### src/design/ffc_pkg.sv
// Package for the flat-field correction block: request kinds, status codes,
// register indexes, fixed-point constants and the pipeline side-band type.
// It has no dependencies; the top module, ffc_addr and ffc_scale import it.
package ffc_pkg;

  // Kind of an input request, carried in tuser.
  typedef enum logic [1:0] {
    REQ_LOAD  = 2'd0,
    REQ_CORR  = 2'd1,
    REQ_START = 2'd2
  } req_e;

  // Status reported with every result.
  typedef enum logic [1:0] {
    ST_GOOD     = 2'd0,
    ST_MISMATCH = 2'd1,
    ST_OVERFLOW = 2'd2
  } status_e;

  // Configuration register indexes.
  typedef enum logic [1:0] {
    CFG_FLAT_WIDTH  = 2'd0,
    CFG_FLAT_HEIGHT = 2'd1,
    CFG_LUT_WIDTH   = 2'd2,
    CFG_LUT_HEIGHT  = 2'd3
  } cfg_idx_e;

  localparam int unsigned SIZE_W     = 9;
  localparam logic [SIZE_W-1:0] SIZE_RESET = 9'd256;

  // Unsigned Q4.12 scaling with rounding by just under one half.
  localparam int unsigned Q_SHIFT    = 12;
  localparam int unsigned ROUND_ADD  = 2047;
  localparam int unsigned PROD_W     = 24;
  localparam int unsigned SCALED_W   = 13;
  localparam int unsigned FRAC_LIMIT = 256;
  localparam logic [7:0]  FRAC_SAT   = 8'd255;

  // Target decode of one request.
  typedef struct packed {
    logic hit;       // correction target lies inside the table and store
    logic load_ok;   // load position lies inside the store
    logic mismatch;  // flat and table sizes differ
  } tgt_t;

  // Side-band that travels with a request down the pipeline.
  typedef struct packed {
    req_e       req;
    logic       use_mem;   // fraction is scaled by a stored flat value
    logic       mismatch;
    logic [7:0] frac;
  } info_t;

endpackage

### src/design/ffc_scale.sv
// Rounding and saturation of a fraction times flat product in Q.12.
// Depends on ffc_pkg.
module ffc_scale (
  input  logic [ffc_pkg::PROD_W-1:0] prod_i,
  output logic [7:0]                 value_o,
  output logic                       clip_o
);
  import ffc_pkg::*;

  logic [PROD_W:0]     sum;
  logic [SCALED_W-1:0] scaled;

  // Add just under one half, then drop the fraction bits.
  assign sum    = {1'b0, prod_i} + (PROD_W + 1)'(ROUND_ADD);
  assign scaled = SCALED_W'(sum >> Q_SHIFT);

  // Values of 256 or more saturate.
  assign clip_o  = (32'(scaled) >= FRAC_LIMIT);
  assign value_o = clip_o ? FRAC_SAT : scaled[7:0];

endmodule
### config.mk
export PLATFORM = sky130hd
export DESIGN_NAME = ffc_scale
export DESIGN_NICKNAME = d
export VERILOG_FILES = /design/src/design/ffc_pkg.sv /design/src/design/ffc_scale.sv
export SDC_FILE = /design/constraint.sdc
export NUM_CORES = 1
export LEC_CHECK = 0
export BUFFER_PORTS_ARGS = -buffer_cell sky130_fd_sc_hd__buf_2
export CELL_PAD_IN_SITES_DETAIL_PLACEMENT = 1
export CELL_PAD_IN_SITES_GLOBAL_PLACEMENT = 1
export CORE_MARGIN = 2
export CORE_UTILIZATION = 21
export DETAILED_ROUTE_END_ITERATION = 6
export PLACE_DENSITY = 0.82
export SLEW_MARGIN = 20
export SYNTH_ARGS = -nofsm -noshare
export SYNTH_HDL_FRONTEND = slang
export SYNTH_SLANG_ARGS = --single-unit
### constraint.sdc
create_clock -name vclk -period 1
set_input_delay 0.1 -clock vclk [all_inputs]
set_output_delay 0.1 -clock vclk [all_outputs]
set_load 0.005 [all_outputs]
==> summary.txt <==
Run status
  • Outcome: finished with violations
  • Failing checks: setup timing

Power and ir drop
  • Pleak: between 0.2 and 0.3 nW
  • Flop pwr share: 0
  • Int Pwr: 0.1036 mW
  • Clk pwr share: 0
  • Sw Ratio: 0.4841
  • VDD IR max: roughly 150 uV
  • Power share of the combinational group: 1.000
  • NetSw: 0.09720 mW
  • Pwr Density: 295.5 nW/um^2

GRT
  • Vias in the first global route: 589
  • Busiest grt layer: met2
  • First-pass GRT wire length: between 2000 and 3000 microns
  • Largest net degree at the start of global routing: 7
  • GRT Resource Usage Total: 0.1921
  • Global Route met3 Usage: 0.008696
  • Met1 global-route usage: 0.2214
  • Antenna violations before repair: 0
  • M2 GR Usage: 0.3625
  • GRT Residual Overflow: 0

Critical path
  • Delay-heaviest family, CP: compound AO/OA/AOI/OAI gates
  • WP data arrival: 1.29 ns
  • CP Capture Type: output port
  • Critical path launch point type: input pin
  • CP peak stage delay: 0.34 ns
  • Crit path kind: input pin to output port
  • CP max stage cell: a311o_1
  • Critical Path RT: ~0.90 ns
  • CP Buf/Inv Count: 3
  • Critical path destination: value_o[7]
  • CP startpoint: prod_i[4]
  • CP Cell Sequence: buf_6, nor4_4, buf_4, a31oi_4, a311o_1, buf_2
  • Crit. path cell count: 6
  • Critical Path Fanout Max: 5

Hold path
  • Hold WC Path Type: input pin to output port

Routing
  • Drt first-iter violations: 7
  • Pre-antenna DRT Iters: 4
  • Final WL: between 1500 and 2000 microns
  • ANT nets after route: 0
  • Drc violations: 0
  • WL per Instance: 17.46 microns
  • Via density per instance: 5.663
  • Detailed-route via count: between 500 and 600

Job
  • Max-Cap Viols: 0

Final layout
  • Final core occ: 0.5157
  • Synthesis-to-layout area growth: 128.2%
  • Seq_cells: 0
  • Ratio of cells with drive above 1 in the final layout: 0.7470
  • Register Area: 0 sq um
  • # nets final: approximately 110
  • Ant. Diodes: 0
  • Final std cells w/o fill: a little under 100
  • Clock Buffer Count: 0

Die
  • Die W: 41.66 microns
  • Die Y: 41.66 microns
  • Std-Cell Rows: 13
  • Initial Util: 0.2260
  • Core Area: 1318 sq um
  • IO Pins: 33
  • Die area: ~1700 sq um

Synthesis
  • Ranking of synthesized cells by area: nor4_4 (21%), a41oi_1 (12%), a31oi_4 (7.1%), o21ai_1 (6.7%), a311oi_1 (5.9%)
  • Post-synth top area share: 0.2143
  • Post-Syn Nets: 58
  • Post-Syn Instances: 34
  • Post-synth top cells: a41oi_1 (4), o21ai_1 (4), a21oi_1 (3), nor4_4 (3)
  • Cell taking the most area after synthesis: nor4_4
  • Number of synthesis warnings: 0
  • Post-Syn Area: 297.8 sq um
  • Mean Syn Cell Area: 8.758 sq um
  • Sequential area share after synthesis: 0
  • Post-synthesis cell type count: 22

Place
  • Routability congestion estimate: 0.7655
  • DP Wirelength: 1085 microns
  • DP Cell Count: 93
  • Number of port buffers: 33

Timing
  • Slew Limit Headroom: 0.7791
  • Setup TNS: -3.117 ns
  • Final slew viol count: 0
  • Setup violations, final: 9
  • Crit path time final: around 1.4 ns
  • RSZ-0062 raised after global routing: yes
  • Fmax: just over 0.7 GHz
  • Final setup margin: -0.3888 ns
  • Slew @ Worst Pin: about 0.33 ns
  • Final Hold Viols: 0
  • Fin crit share: 1.389

Clocking
  • CTS Hold Bufs: 0
[power groups by stage]
stage                     clock network [mW]  logic [mW]  registers [mW]
after CTS                                  0       0.190               0
after global placement                     0       0.156               0
after global routing                       0       0.213               0
final                                      0       0.201               0
after detailed placement                   0       0.163               0
after floorplan                            0      0.0402               0
[worst min path at each step]
stage                    start          to  slack (ns)  depth (start not counted)
detailed placement  prod_i[21]  value_o[0]        0.53                          4
floorplan           prod_i[15]  value_o[3]        0.28                          1
finish              prod_i[21]  value_o[0]        0.51                          4
global placement    prod_i[21]  value_o[0]        0.53                          4
CTS                 prod_i[21]  value_o[0]        0.49                          4
global route        prod_i[21]  value_o[0]        0.53                          4
[cells in the final DEF (no fill, tap or decap)]
master and n:
and3_1 1, nand2_1 1, nand4_1 1, or4_4 1, buf_6 4, a21oi_1 3
and3_4 1, nor3_1 1, o2111a_1 1, buf_4 15, nand3_1 1, nand3_4 1
nor3_4 1, o21ai_0 1, a311o_1 1, a41oi_1 3, and2_4 1, o21ai_1 4
nor4_4 3, a41oi_2 1, a31oi_4 1, and4b_1 1, and4_1 1, inv_1 1
a31oi_2 2, a311oi_2 2, buf_2 29
[repair_timing]
| item | in CTS | in global routing |
|---|---|---|
| hold endpoints to repair | 0 | 0 |
| gates resized for setup | 8 | 3 |
| cloned | 1 | 0 |
| pin swaps | 11 | 8 |
| endpoints found under the setup margin | 9 | 9 |
| setup buffers | 4 | 0 |
[layout make-up]
type | instances | area, sq um
inverters | 1 | 3.754
well taps | 15 | 18.77
fillers | 168 | 638.1
multi-input cells | 34 | 354.1
repair buffers | 48 | 302.8
[metal layers]
layer  vias to the layer above  wire length, microns
met5                         -                     0
met4                         0                    76
met3                         8                    79
met2                        32                   919
met1                       253                   636
li1                        262                     -
[metrics by stage]
| stage | hold slack (ns) | cell area [sq um] | worst slack [ns] | total power, mW |
|---|---|---|---|---|
| 2_1_floorplan | 0.2777 | 302.8 | -0.05271 | 0.04018 |
| 3_3_place_gp | 0.5263 | 569.3 | -0.3586 | 0.1564 |
| 3_5_place_dp | 0.5284 | 569.3 | -0.3740 | 0.1627 |
| 4_1_cts | 0.4853 | 659.4 | -0.3432 | 0.1898 |
| 5_1_grt | 0.5257 | 679.4 | -0.4412 | 0.2131 |
| 6_report | 0.5093 | 679.4 | -0.3888 | 0.2008 |
[worst min-delay path: stages]
cell and delay [ns]:
buf_6 0.08, nor4_4 0.04, o21ai_1 0.07, buf_2 0.12
[cell families after synthesis]
kind of cell,Yosys count,synth area share
AOI/OAI and AO/OA,18,0.4748
buffers and inverters,1,0.01259
and+or+nand+nor,15,0.5126
(Power assumes the default switching activity.)
