## src/design/ffc_pkg.sv

```systemverilog
// Package for the flat-field correction block: request kinds, status codes,
// register indexes, fixed-point constants and the pipeline side-band type.
// It has no dependencies; the top module, ffc_addr and ffc_scale import it.
package ffc_pkg;

  // Kind of an input request, carried in tuser.
  typedef enum logic [1:0] {
    REQ_LOAD  = 2'd0,
    REQ_CORR  = 2'd1,
    REQ_START = 2'd2
  } req_e;

  // Status reported with every result.
  typedef enum logic [1:0] {
    ST_GOOD     = 2'd0,
    ST_MISMATCH = 2'd1,
    ST_OVERFLOW = 2'd2
  } status_e;

  // Configuration register indexes.
  typedef enum logic [1:0] {
    CFG_FLAT_WIDTH  = 2'd0,
    CFG_FLAT_HEIGHT = 2'd1,
    CFG_LUT_WIDTH   = 2'd2,
    CFG_LUT_HEIGHT  = 2'd3
  } cfg_idx_e;

  localparam int unsigned SIZE_W     = 9;
  localparam logic [SIZE_W-1:0] SIZE_RESET = 9'd256;

  // Unsigned Q4.12 scaling with rounding by just under one half.
  localparam int unsigned Q_SHIFT    = 12;
  localparam int unsigned ROUND_ADD  = 2047;
  localparam int unsigned PROD_W     = 24;
  localparam int unsigned SCALED_W   = 13;
  localparam int unsigned FRAC_LIMIT = 256;
  localparam logic [7:0]  FRAC_SAT   = 8'd255;

  // Target decode of one request.
  typedef struct packed {
    logic hit;       // correction target lies inside the table and store
    logic load_ok;   // load position lies inside the store
    logic mismatch;  // flat and table sizes differ
  } tgt_t;

  // Side-band that travels with a request down the pipeline.
  typedef struct packed {
    req_e       req;
    logic       use_mem;   // fraction is scaled by a stored flat value
    logic       mismatch;
    logic [7:0] frac;
  } info_t;

endpackage

```

## src/design/ffc_addr.sv

```systemverilog
// Target decode: shifted pixel position, bounds checks and store addresses.
// Depends on ffc_pkg.
module ffc_addr #(
  parameter int unsigned MAX_WIDTH  = 256,
  parameter int unsigned MAX_HEIGHT = 256,
  parameter int unsigned AW         = 16
) (
  input  logic [7:0]                 pix_x_i,
  input  logic [7:0]                 pix_y_i,
  input  logic [7:0]                 shift_x_i,
  input  logic [7:0]                 shift_y_i,
  input  logic [1:0]                 sub_col_i,
  input  logic [1:0]                 sub_row_i,
  input  logic [ffc_pkg::SIZE_W-1:0] flat_width_i,
  input  logic [ffc_pkg::SIZE_W-1:0] flat_height_i,
  input  logic [ffc_pkg::SIZE_W-1:0] lut_width_i,
  input  logic [ffc_pkg::SIZE_W-1:0] lut_height_i,
  output logic [AW-1:0]              rd_addr_o,
  output logic [AW-1:0]              wr_addr_o,
  output ffc_pkg::tgt_t              tgt_o
);
  import ffc_pkg::*;

  logic signed [10:0] tx;
  logic signed [10:0] ty;
  logic               x_in;
  logic               y_in;

  // Target position: pixel plus signed shift plus sub-position.
  assign tx = $signed({3'b000, pix_x_i}) + $signed({{3{shift_x_i[7]}}, shift_x_i})
            + $signed({9'd0, sub_col_i});
  assign ty = $signed({3'b000, pix_y_i}) + $signed({{3{shift_y_i[7]}}, shift_y_i})
            + $signed({9'd0, sub_row_i});

  // The target must be non-negative and below both the table and store bounds.
  assign x_in = !tx[10] && (tx[9:0] < {1'b0, lut_width_i}) && (int'(tx) < MAX_WIDTH);
  assign y_in = !ty[10] && (ty[9:0] < {1'b0, lut_height_i}) && (int'(ty) < MAX_HEIGHT);

  // Row-major store addresses.
  assign rd_addr_o = AW'(ty[9:0]) * AW'(MAX_WIDTH) + AW'(tx[9:0]);
  assign wr_addr_o = AW'(pix_y_i) * AW'(MAX_WIDTH) + AW'(pix_x_i);

  assign tgt_o.hit      = x_in && y_in;
  assign tgt_o.load_ok  = (32'(pix_x_i) < MAX_WIDTH) && (32'(pix_y_i) < MAX_HEIGHT);
  assign tgt_o.mismatch = (flat_width_i != lut_width_i) || (flat_height_i != lut_height_i);

endmodule

```

## config.mk

```make
export PLATFORM = sky130hd
export DESIGN_NAME = ffc_addr
export DESIGN_NICKNAME = d
export VERILOG_FILES = /design/src/design/ffc_pkg.sv /design/src/design/ffc_addr.sv
export SDC_FILE = /design/constraint.sdc
export NUM_CORES = 1
export LEC_CHECK = 0
export ABC_AREA = 1
export BUFFER_PORTS_ARGS = -buffer_cell sky130_fd_sc_hd__buf_2
export CAP_MARGIN = 5
export CORE_ASPECT_RATIO = 0.6
export CORE_MARGIN = 1
export CORE_UTILIZATION = 53
export DETAILED_ROUTE_END_ITERATION = 16
export GPL_TIMING_DRIVEN = 0
export PLACE_DENSITY = 0.89
export RECOVER_POWER = 100
export SKIP_LAST_GASP = 1
export SYNTH_ARGS = -nofsm -noshare
export SYNTH_HDL_FRONTEND = slang
export SYNTH_SLANG_ARGS = --single-unit
```

## constraint.sdc

```tcl
create_clock -name vclk -period 5.4
set_input_delay 0.27 -clock vclk [all_inputs]
set_output_delay 0.27 -clock vclk [all_outputs]
set_load 0.05 [all_outputs]
```

==> results.md, run 1 <==
- Outcome: completed
- Crit. End Element: primary output
- Met1 Wirelength: 2700 um
- Initial core utilization: 56.5%
- Int Pwr: 171 uW
- DRT Wirelength: around 5200 um
- Power density cells: 213 mW/mm^2
- WHS Path Cells: 3
- RSZ-0062 raised after global routing: false
- Synth cell types: 28
- Chip width: 83.5 um
- Seq_cells: 0
- Top layer in use: met3
- Die area: 0.00425 mm^2
- Crit share post-route: 74.6%
- Required @ worst endpoint: between 5 and 6 ns
- Final HPWL DP: 4790 um
- Antenna Cells: 0
- Floorplan core area: 0.00374 mm^2
- Syn_nets: between 400 and 500
- Total Neg Setup Slack: 0 ns
- Hold Crit Endpoint: wr_addr_o[12]
- WS Path Type: input port to primary output
- Routed Antenna Nets: 0
- Maximum vdd drop: 0.126 mV
- Power share of the combinational group: 100.0%
- Most frequent cells in the layout: 84 x nand2_1, 72 x buf_2, 69 x inv_1
- CTS Hold Bufs: 0
- Vias in the first global route: 1981
- Core Rows: 17
- Sequential area share after synthesis: 0%
- Worst path top cell family by delay: adder cells
- First-pass GRT wire length: 8590 um
- Post-DR wirelength/cell: roughly 11 um
- Flop pwr share: 0%
- Max stage delay cell, worst path: fa_1
- Drt drc: 0
- Met2 wire length: roughly 2100 um
- Layout cells sized above 1: 24.1%
- Yosys warnings: 0
- Cells along the critical path: buf_2, inv_1, fa_1, inv_1, ha_1, fa_1, nand2_1, nand2_1, nand2_2, nor2_1, nor2_1, xor2_1, inv_1, ha_1, a21oi_1, nand2_1, nand2_1, nand2_1, inv_1, nand4_1, nor2_1, clkbuf_1
- Clkbuf count: 0
- Max_cap viols: 0
- Leak: 1.65 nW
- Hold Crit Class: input port to primary output
- Top cell by count, worst path: nand2_1
- Critical Path Fanout Max: 4
- Switching Share: 69.8%
- Total iterations of the first detailed-routing run: 4
- Leading cell type in the layout, fill and taps excluded: nand2_1
- Synth Instances: 334
- Largest net degree at the start of global routing: 7
- Worst path bufs/invs: 6
- CTS resizes: 0
- Hold Path Origin: pix_y_i[4]
- Layout net count: roughly 570
- Arr. time, crit path: around 3.8 ns
- Final Max Tran Viols: 0
- Tot Pwr: 566 uW
- Initial drt markers: 155
- Worst Tran Pin Value: 0.615 ns
- Ports: 107
- Largest stage delay, worst path: 0.53 ns
- Vias: between 2000 and 2500
- Final Hold Viols: 0
- Layout area overhead: 25.9%
- Postcts setup bufs: 0
- Die height: 50.9 um
- Gpl congestion: 0.852
- Clock share of power: 0%
- Met3 WL: about 390 um
- Max Fclk: 248 MHz
- Total GRT Usage: between 20 and 25%
- Synthesized area: 0.00211 mm^2
- Total congestion overflow: 0
- # port buffers: 106
- Storage element area: 0 um^2
- Initial antenna violation count: 0
- Tmin final: about 4.0 ns
- Switching power: 395 uW
- Fin Hold WS: 1.04 ns
- Mean Syn Cell Area: 6.33 um^2
- Avg Vias per Cell: 4.80
- Final setup vio count: 0
- Slew Limit Headroom: 59.2%
- CP Launch Type: input port
## power by group through the flow
stage	combinational, mW	sequential (mW)	clock [mW]
global route	0.623	0	0
detailed placement	0.575	0	0
CTS	0.577	0	0
finish	0.566	0	0
floorplan	0.442	0	0
global placement	0.562	0	0
## metal layers
layer / GRT usage, % / up-vias
met2: 41.1 / 101
met5: 0 / -
met4: 0 / 0
met1: 36.6 / 1004
met3: 1.45 / 0
li1: - / 1235
## cell families (layout without fill, tap and decap cells)
logic type      count (synthesis)  after routing  synth area share, %
simple gates                  145            145                 29.5
buf+inv                        86            192                 18.3
fa+ha+maj                      54             54                 34.5
xor+xnor                       25             25                 11.4
compound gates                 23             23                 6.10
other cells                     1              1                0.177
## cells in the mapped netlist (all sizes together) (2+ instances only)
cell type	number	area [um^2]
ha	47	588
buf	17	128
nand4	6	37.5
fa	7	140
xnor2	13	129
nor2	24	97.6
or2	8	50.1
xor2	12	113
nand3	16	80.1
o21ai	4	20.0
inv	69	259
a21oi	15	78.8
nand2	87	334
nor4	2	12.5
## final cells by class
class              count  area [um^2]
plain buffers         17          128
fillers              366         1080
inverters             69          259
multi-input cells    248         1730
well taps             47         58.8
repair buffers       106          488
## how the worst max path moves through the flow
stage	from	end	slack (ns)	cells past startpoint
finish	pix_y_i[1]	tgt_o[2]	1.37	22
global route	pix_x_i[1]	rd_addr_o[15]	1.15	23
CTS	pix_y_i[1]	tgt_o[2]	1.59	22
detailed placement	pix_y_i[1]	tgt_o[2]	1.59	22
global placement	pix_y_i[1]	tgt_o[2]	1.67	22
floorplan	pix_x_i[1]	tgt_o[2]	1.06	20
## through the flow
step                instances  instance area (um^2)  utilization [%]  setup WS [ns]
detailed placement        487                  2700             72.2           1.59
floorplan                 334                  2110                -           1.06
CTS                       487                  2700             72.2           1.59
finish                    487                  2660             71.1           1.37
global route              487                  2660             71.1           1.15
global placement          487                  2700             72.2           1.67
No activity file was read; power rests on OpenSTA's default activity.
==> inputs of run 2 (changes only) <==
--- a/config.mk
+++ b/config.mk
@@ -10,10 +10,10 @@
 export CAP_MARGIN = 5
 export CORE_ASPECT_RATIO = 0.6
 export CORE_MARGIN = 1
-export CORE_UTILIZATION = 53
+export CORE_UTILIZATION = 44
 export DETAILED_ROUTE_END_ITERATION = 16
 export GPL_TIMING_DRIVEN = 0
-export PLACE_DENSITY = 0.89
+export PLACE_DENSITY = 0.79
 export RECOVER_POWER = 100
 export SKIP_LAST_GASP = 1
 export SYNTH_ARGS = -nofsm -noshare
==> constraint.sdc (replaced) <==
create_clock -name vclk -period 3.23
set_input_delay 0.1615 -clock vclk [all_inputs]
set_output_delay 0.1615 -clock vclk [all_outputs]
set_load 0.05 [all_outputs]
==> results.md, run 2 (same netlist as run 1, synthesis figures left out) <==
- Final Max Tran Viols: 0 (unchanged)
- RSZ-0062 raised after global routing: true (was false)
- Final setup vio count: 1 (was 0)
- Die height: 55.7 um (was 50.9 um)
- Critical Path Fanout Max: 2 (was 4)
- Avg Vias per Cell: 4.73 (was 4.80)
- GR Layer Usage met1: 32.0% (was 36.6%)
- Total GRT Usage: 22.0% (was 24.4%)
- Storage element area: 0 um^2 (unchanged)
- Violated checks: setup timing
- CTS Hold Bufs: 0 (unchanged)
- Final Hold Viols: 0 (unchanged)
- Final non-filler cell total: 523 (was 487)
- CP Launch Type: input port (unchanged)
- Max_cap viols: 0 (unchanged)
- Final setup margin: -0.0851 ns (was 1.37 ns)
- Layout cells sized above 1: 37.6% (was 24.1%)
- Routed Antenna Nets: 0 (unchanged)
- Max Fclk: 302 MHz
- Max stage delay cell, worst path: fa_1 (unchanged)
- Post-DR wirelength/cell: 11.2 um (was 10.7 um)
- Cells along the critical path: buf_6, inv_2, fa_1, inv_2, ha_4, fa_2, nand2_2, nand2_2, nand2_2, nor2_1, nor2_1, xor2_1, inv_1, ha_4, a21oi_2, nand2_1, nand2_1, nand2_1, inv_1, nand4_1, nor2_4, buf_8 (was buf_2, inv_1, fa_1, inv_1, ha_1, fa_1, nand2_1, nand2_1, nand2_2, nor2_1, nor2_1, xor2_1, inv_1, ha_1, a21oi_1, nand2_1, nand2_1, nand2_1, inv_1, nand4_1, nor2_1, clkbuf_1)
- Placed cell areas: 0.00282 mm^2 (was 0.00270 mm^2)
- Met2 usage: 36.6% (was 41.1%)
- Gpl congestion: 0.879 (was 0.852)
- Initial antenna violation count: 0 (unchanged)
- Drt drc: 0 (unchanged)
- Die area: 0.00509 mm^2 (was 0.00425 mm^2)
- Worst path bufs/invs: 6 (unchanged)
- Crit share post-route: 103%
- Hold Crit Class: input port to primary output (unchanged)
- Largest stage delay, worst path: 0.54 ns (was 0.53 ns)
- Placed insts: 503 (was 487)
- Total iterations of the first detailed-routing run: 4 (unchanged)
- Clkbuf count: 0 (unchanged)
- Vias: 2476 (was 2340)
- Most frequent cells in the layout: 75 x nand2_1, 71 x buf_2, 65 x inv_1 (was 84 x nand2_1, 72 x buf_2, 69 x inv_1)
- First-pass GRT wire length: 9310 um (was 8590 um)
- Maximum vdd drop: 0.183 mV (was 0.126 mV)
- WS Path Type: input port to primary output (unchanged)
- Ports: 107 (unchanged)
- Chip width: 91.5 um (was 83.5 um)
- Total congestion overflow: 0 (unchanged)
- Worst path top cell family by delay: adder cells (unchanged)
- Finished Cell Area: 0.00316 mm^2 (was 0.00266 mm^2)
- Initial drt markers: 92 (was 155)
- GRT busiest layer: met2 (unchanged)
- Power density cells: 377 mW/mm^2 (was 213 mW/mm^2)
- Required @ worst endpoint: 3.07 ns (was 5.13 ns)
- Arr. time, crit path: 3.15 ns (was 3.76 ns)
- Floorplan core area: 0.00459 mm^2 (was 0.00374 mm^2)
- # port buffers: 106 (unchanged)
- Tmin final: 3.32 ns
- Antenna Cells: 0 (unchanged)
- Pre-CTS WS: -0.493 ns (was 1.59 ns)
- Final HPWL DP: 4810 um (was 4790 um)
- Layout net count: 588 (was 568)
- Leading cell type in the layout, fill and taps excluded: nand2_1 (unchanged)
- DRT Wirelength: 5850 um (was 5210 um)
- Layout area overhead: 49.5% (was 25.9%)
- Initial core utilization: 46.1% (was 56.5%)
- Crit. End Element: primary output (unchanged)
- Fill count: 422 (was 366)
- Seq_cells: 0 (unchanged)
- Worst Tran Pin Value: 0.611 ns (was 0.615 ns)
- Met3 usage: 1.09% (was 1.45%)
- Slew Limit Headroom: 59.4% (was 59.2%)
- Outcome: finished, violations left (was completed)
- Largest net degree at the start of global routing: 7 (unchanged)
- Leak: 1.83 nW (was 1.65 nW)
- Vias in the first global route: 2206 (was 1981)
- Core Rows: 19 (was 17)
[run 2: per-layer routing]
layer	share of wire, %	up-vias
met5	0	-
met4	1.5	0
met3	5.9	10
met2	44	104
met1	49	1087
li1	-	1275
[run 2: per-stage QoR]
stage	hold WS, ns	util [%]	setup TNS, ns	power (mW)
3_5_place_dp	0.742	61.5	-2.20	1.01
4_1_cts	0.742	66.5	-0.0577	1.13
5_1_grt	0.826	68.9	-0.538	1.29
3_3_place_gp	0.738	61.5	-1.68	0.994
2_1_floorplan	0.490	-	-0.368	0.791
6_report	0.821	68.9	-0.0851	1.19
[run 2: final timing paths]
path	from	to	slack, ns	cells after the start
min	pix_x_i[1]	wr_addr_o[1]	0.82	3
max	sub_row_i[1]	tgt_o[2]	-0.09	22
[run 2: final cells by class]
cell class / instances / area, um^2 / share of cell area, %
plain buffers: 17 / 128 / 4.04
inverters: 69 / 259 / 8.20
multi-input cells: 248 / 1990 / 63.1
well taps: 63 / 78.8 / 2.50
repair buffers: 126 / 699 / 22.1
[run 2: what timing repair did]
action	in CTS	in global routing
buffers inserted	15	5
endpoints found under the setup margin	7	7
resized for setup	31	22
hold endpoints to repair	0	0
pin swaps	13	18
[run 2: power by group]
part           switching (mW)  internal [mW]
logic                   0.745          0.446
registers                   0              0
clock network               0              0
[run 2: tightest hold or removal path: cells and delay by family]
kind	cells	cell delay [ns]
buf+inv	3	0.50
==> inputs of run 3 (changes only) <==
--- a/config.mk
+++ b/config.mk
@@ -12,10 +12,10 @@
 export CORE_MARGIN = 1
 export CORE_UTILIZATION = 44
 export DETAILED_ROUTE_END_ITERATION = 16
-export GPL_TIMING_DRIVEN = 0
 export PLACE_DENSITY = 0.79
 export RECOVER_POWER = 100
 export SKIP_LAST_GASP = 1
 export SYNTH_ARGS = -nofsm -noshare
 export SYNTH_HDL_FRONTEND = slang
 export SYNTH_SLANG_ARGS = --single-unit
+export TNS_END_PERCENT = 100
==> results.md, run 3 (same netlist as run 1, synthesis figures left out) <==
- Placed insts: 503 (unchanged)
- Storage element area: 0 um^2 (unchanged)
- Final Max Tran Viols: 0 (unchanged)
- Total iterations of the first detailed-routing run: 4 (unchanged)
- Largest stage delay, worst path: 0.52 ns (was 0.54 ns)
- Power density cells: 394 mW/mm^2 (was 377 mW/mm^2)
- Cells along the critical path: buf_6, inv_2, fa_1, inv_1, ha_2, fa_2, nand2_2, nand2_2, nand2_4, nor2_2, nor2_1, xor2_1, inv_1, ha_4, nand2_1, inv_1, nand2_1, nand2_1, nand2_1, nand2_1, inv_1, nand4_1, nor2_4, buf_6 (was buf_6, inv_2, fa_1, inv_2, ha_4, fa_2, nand2_2, nand2_2, nand2_2, nor2_1, nor2_1, xor2_1, inv_1, ha_4, a21oi_2, nand2_1, nand2_1, nand2_1, inv_1, nand4_1, nor2_4, buf_8)
- Required @ worst endpoint: 3.07 ns (about the same)
- Gpl congestion: 0.866 (was 0.879)
- Maximum vdd drop: 0.201 mV (was 0.183 mV)
- Seq_cells: 0 (unchanged)
- Drt drc: 0 (unchanged)
- Fill count: 420 (was 422)
- CP Launch Type: input port (unchanged)
- Layout cells sized above 1: 35.3% (was 37.6%)
- Hold Crit Class: input port to primary output (unchanged)
- Antenna Cells: 0 (unchanged)
- Final HPWL DP: 4970 um (was 4810 um)
- Outcome: completed (was finished, violations left)
- Die height: 55.7 um (unchanged)
- Ports: 107 (unchanged)
- Crit. End Element: primary output (unchanged)
- Crit share post-route: 99.2% (was 103%)
- Post-DR wirelength/cell: 11.0 um (was 11.2 um)
- Max stage delay cell, worst path: fa_1 (unchanged)
- # port buffers: 106 (unchanged)
- Total GRT Usage: 22.2% (was 22.0%)
- Most frequent cells in the layout: 75 x nand2_1, 72 x buf_2, 64 x inv_1 (was 75 x nand2_1, 71 x buf_2, 65 x inv_1)
- Footprint of the multi-input gates: 0.00193 mm^2 (was 0.00199 mm^2)
- Initial core utilization: 46.1% (unchanged)
- Tmin final: 3.20 ns (was 3.32 ns)
- Worst Tran Pin Value: 0.619 ns (was 0.611 ns)
- Critical Path Fanout Max: 2 (unchanged)
- Routed Antenna Nets: 0 (unchanged)
- Fin Hold WS: 0.712 ns (was 0.821 ns)
- Chip width: 91.5 um (unchanged)
- Core Rows: 19 (unchanged)
- Vias: 2349 (was 2476)
- Initial antenna violation count: 0 (unchanged)
- RSZ-0062 raised after global routing: true (unchanged)
- Die area: 0.00509 mm^2 (unchanged)
- Avg Vias per Cell: 4.60 (was 4.73)
- DRT Wirelength: 5630 um (was 5850 um)
- Clkbuf count: 0 (unchanged)
- Layout net count: 576 (was 588)
- Slew Limit Headroom: 58.9% (was 59.4%)
- Largest net degree at the start of global routing: 7 (unchanged)
- Final setup vio count: 0 (was 1)
- Worst path bufs/invs: 7 (was 6)
- Arr. time, crit path: 3.04 ns (was 3.15 ns)
- Total congestion overflow: 0 (unchanged)
- WS Path Type: input port to primary output (unchanged)
- Final non-filler cell total: 511 (was 523)
- Max_cap viols: 0 (unchanged)
- Placed cell areas: 0.00282 mm^2 (unchanged)
- Initial drt markers: 94 (was 92)
- Max Fclk: 312 MHz (was 302 MHz)
- Finished Cell Area: 0.00299 mm^2 (was 0.00316 mm^2)
- Final Hold Viols: 0 (unchanged)
- Vias in the first global route: 2173 (was 2206)
- Floorplan core area: 0.00459 mm^2 (unchanged)
- Worst path top cell family by delay: adder cells (unchanged)
- Top cell by count, worst path: nand2_1
- Leak: 1.75 nW (was 1.83 nW)
- Layout area overhead: 41.7% (was 49.5%)
- First-pass GRT wire length: 9400 um (was 9310 um)
- Leading cell type in the layout, fill and taps excluded: nand2_1 (unchanged)
-- run 3: cell types whose count changed in the layout (fill, tap and decap cells not counted), moves of 2 or more --
cell and delta:
a21oi_1 +2, ha_4 -2, a21oi_2 -2, buf_4 -11, nand2_2 +2, nand2_4 -2
-- run 3: layer usage --
metal / vias up / global-route usage [%] / wire length, um
met3: 2 / 1.09 / 386
met1: 1012 / 34.1 / 2900
met4: 0 / 0.680 / 9
li1: 1250 / - / -
met2: 85 / 35.9 / 2330
met5: - / 0 / 0
-- run 3: area by class of cell --
type | count | share of cell area, %
inverter | 69 | 8.65
multi-input combinational | 248 | 64.4
timing repair buffer | 131 | 24.3
tap | 63 | 2.63
-- run 3: what timing repair did --
item,CTS,global route
pin swaps,13,24
resized for setup,22,22
cloned,0,0
setup endpoints to repair,6,7
buffers inserted,8,0
hold buffers,0,0
-- run 3: through the flow --
stage | worst slack [ns] | power [mW] | util (%) | setup TNS, ns
3_5_place_dp | -0.211 | 1.06 | 61.5 | -0.705
2_1_floorplan | -0.152 | 0.791 | - | -0.368
3_3_place_gp | -0.122 | 1.04 | 61.5 | -0.319
5_1_grt | -0.185 | 1.28 | 65.3 | -0.446
4_1_cts | -0.0536 | 1.15 | 64.6 | -0.0536
6_report | 0.0256 | 1.18 | 65.3 | 0
-- run 3: worst paths after layout --
| check | start | end | cells after the start |
|---|---|---|---|
| max | sub_row_i[1] | tgt_o[2] | 24 |
| min | pix_x_i[3] | wr_addr_o[3] | 2 |
-- run 3: where the power goes --
| part | total [mW] | switching (mW) | internal [mW] |
|---|---|---|---|
| clock network | 0 | 0 | 0 |
| registers | 0 | 0 | 0 |
| logic | 1.18 | 0.737 | 0.443 |
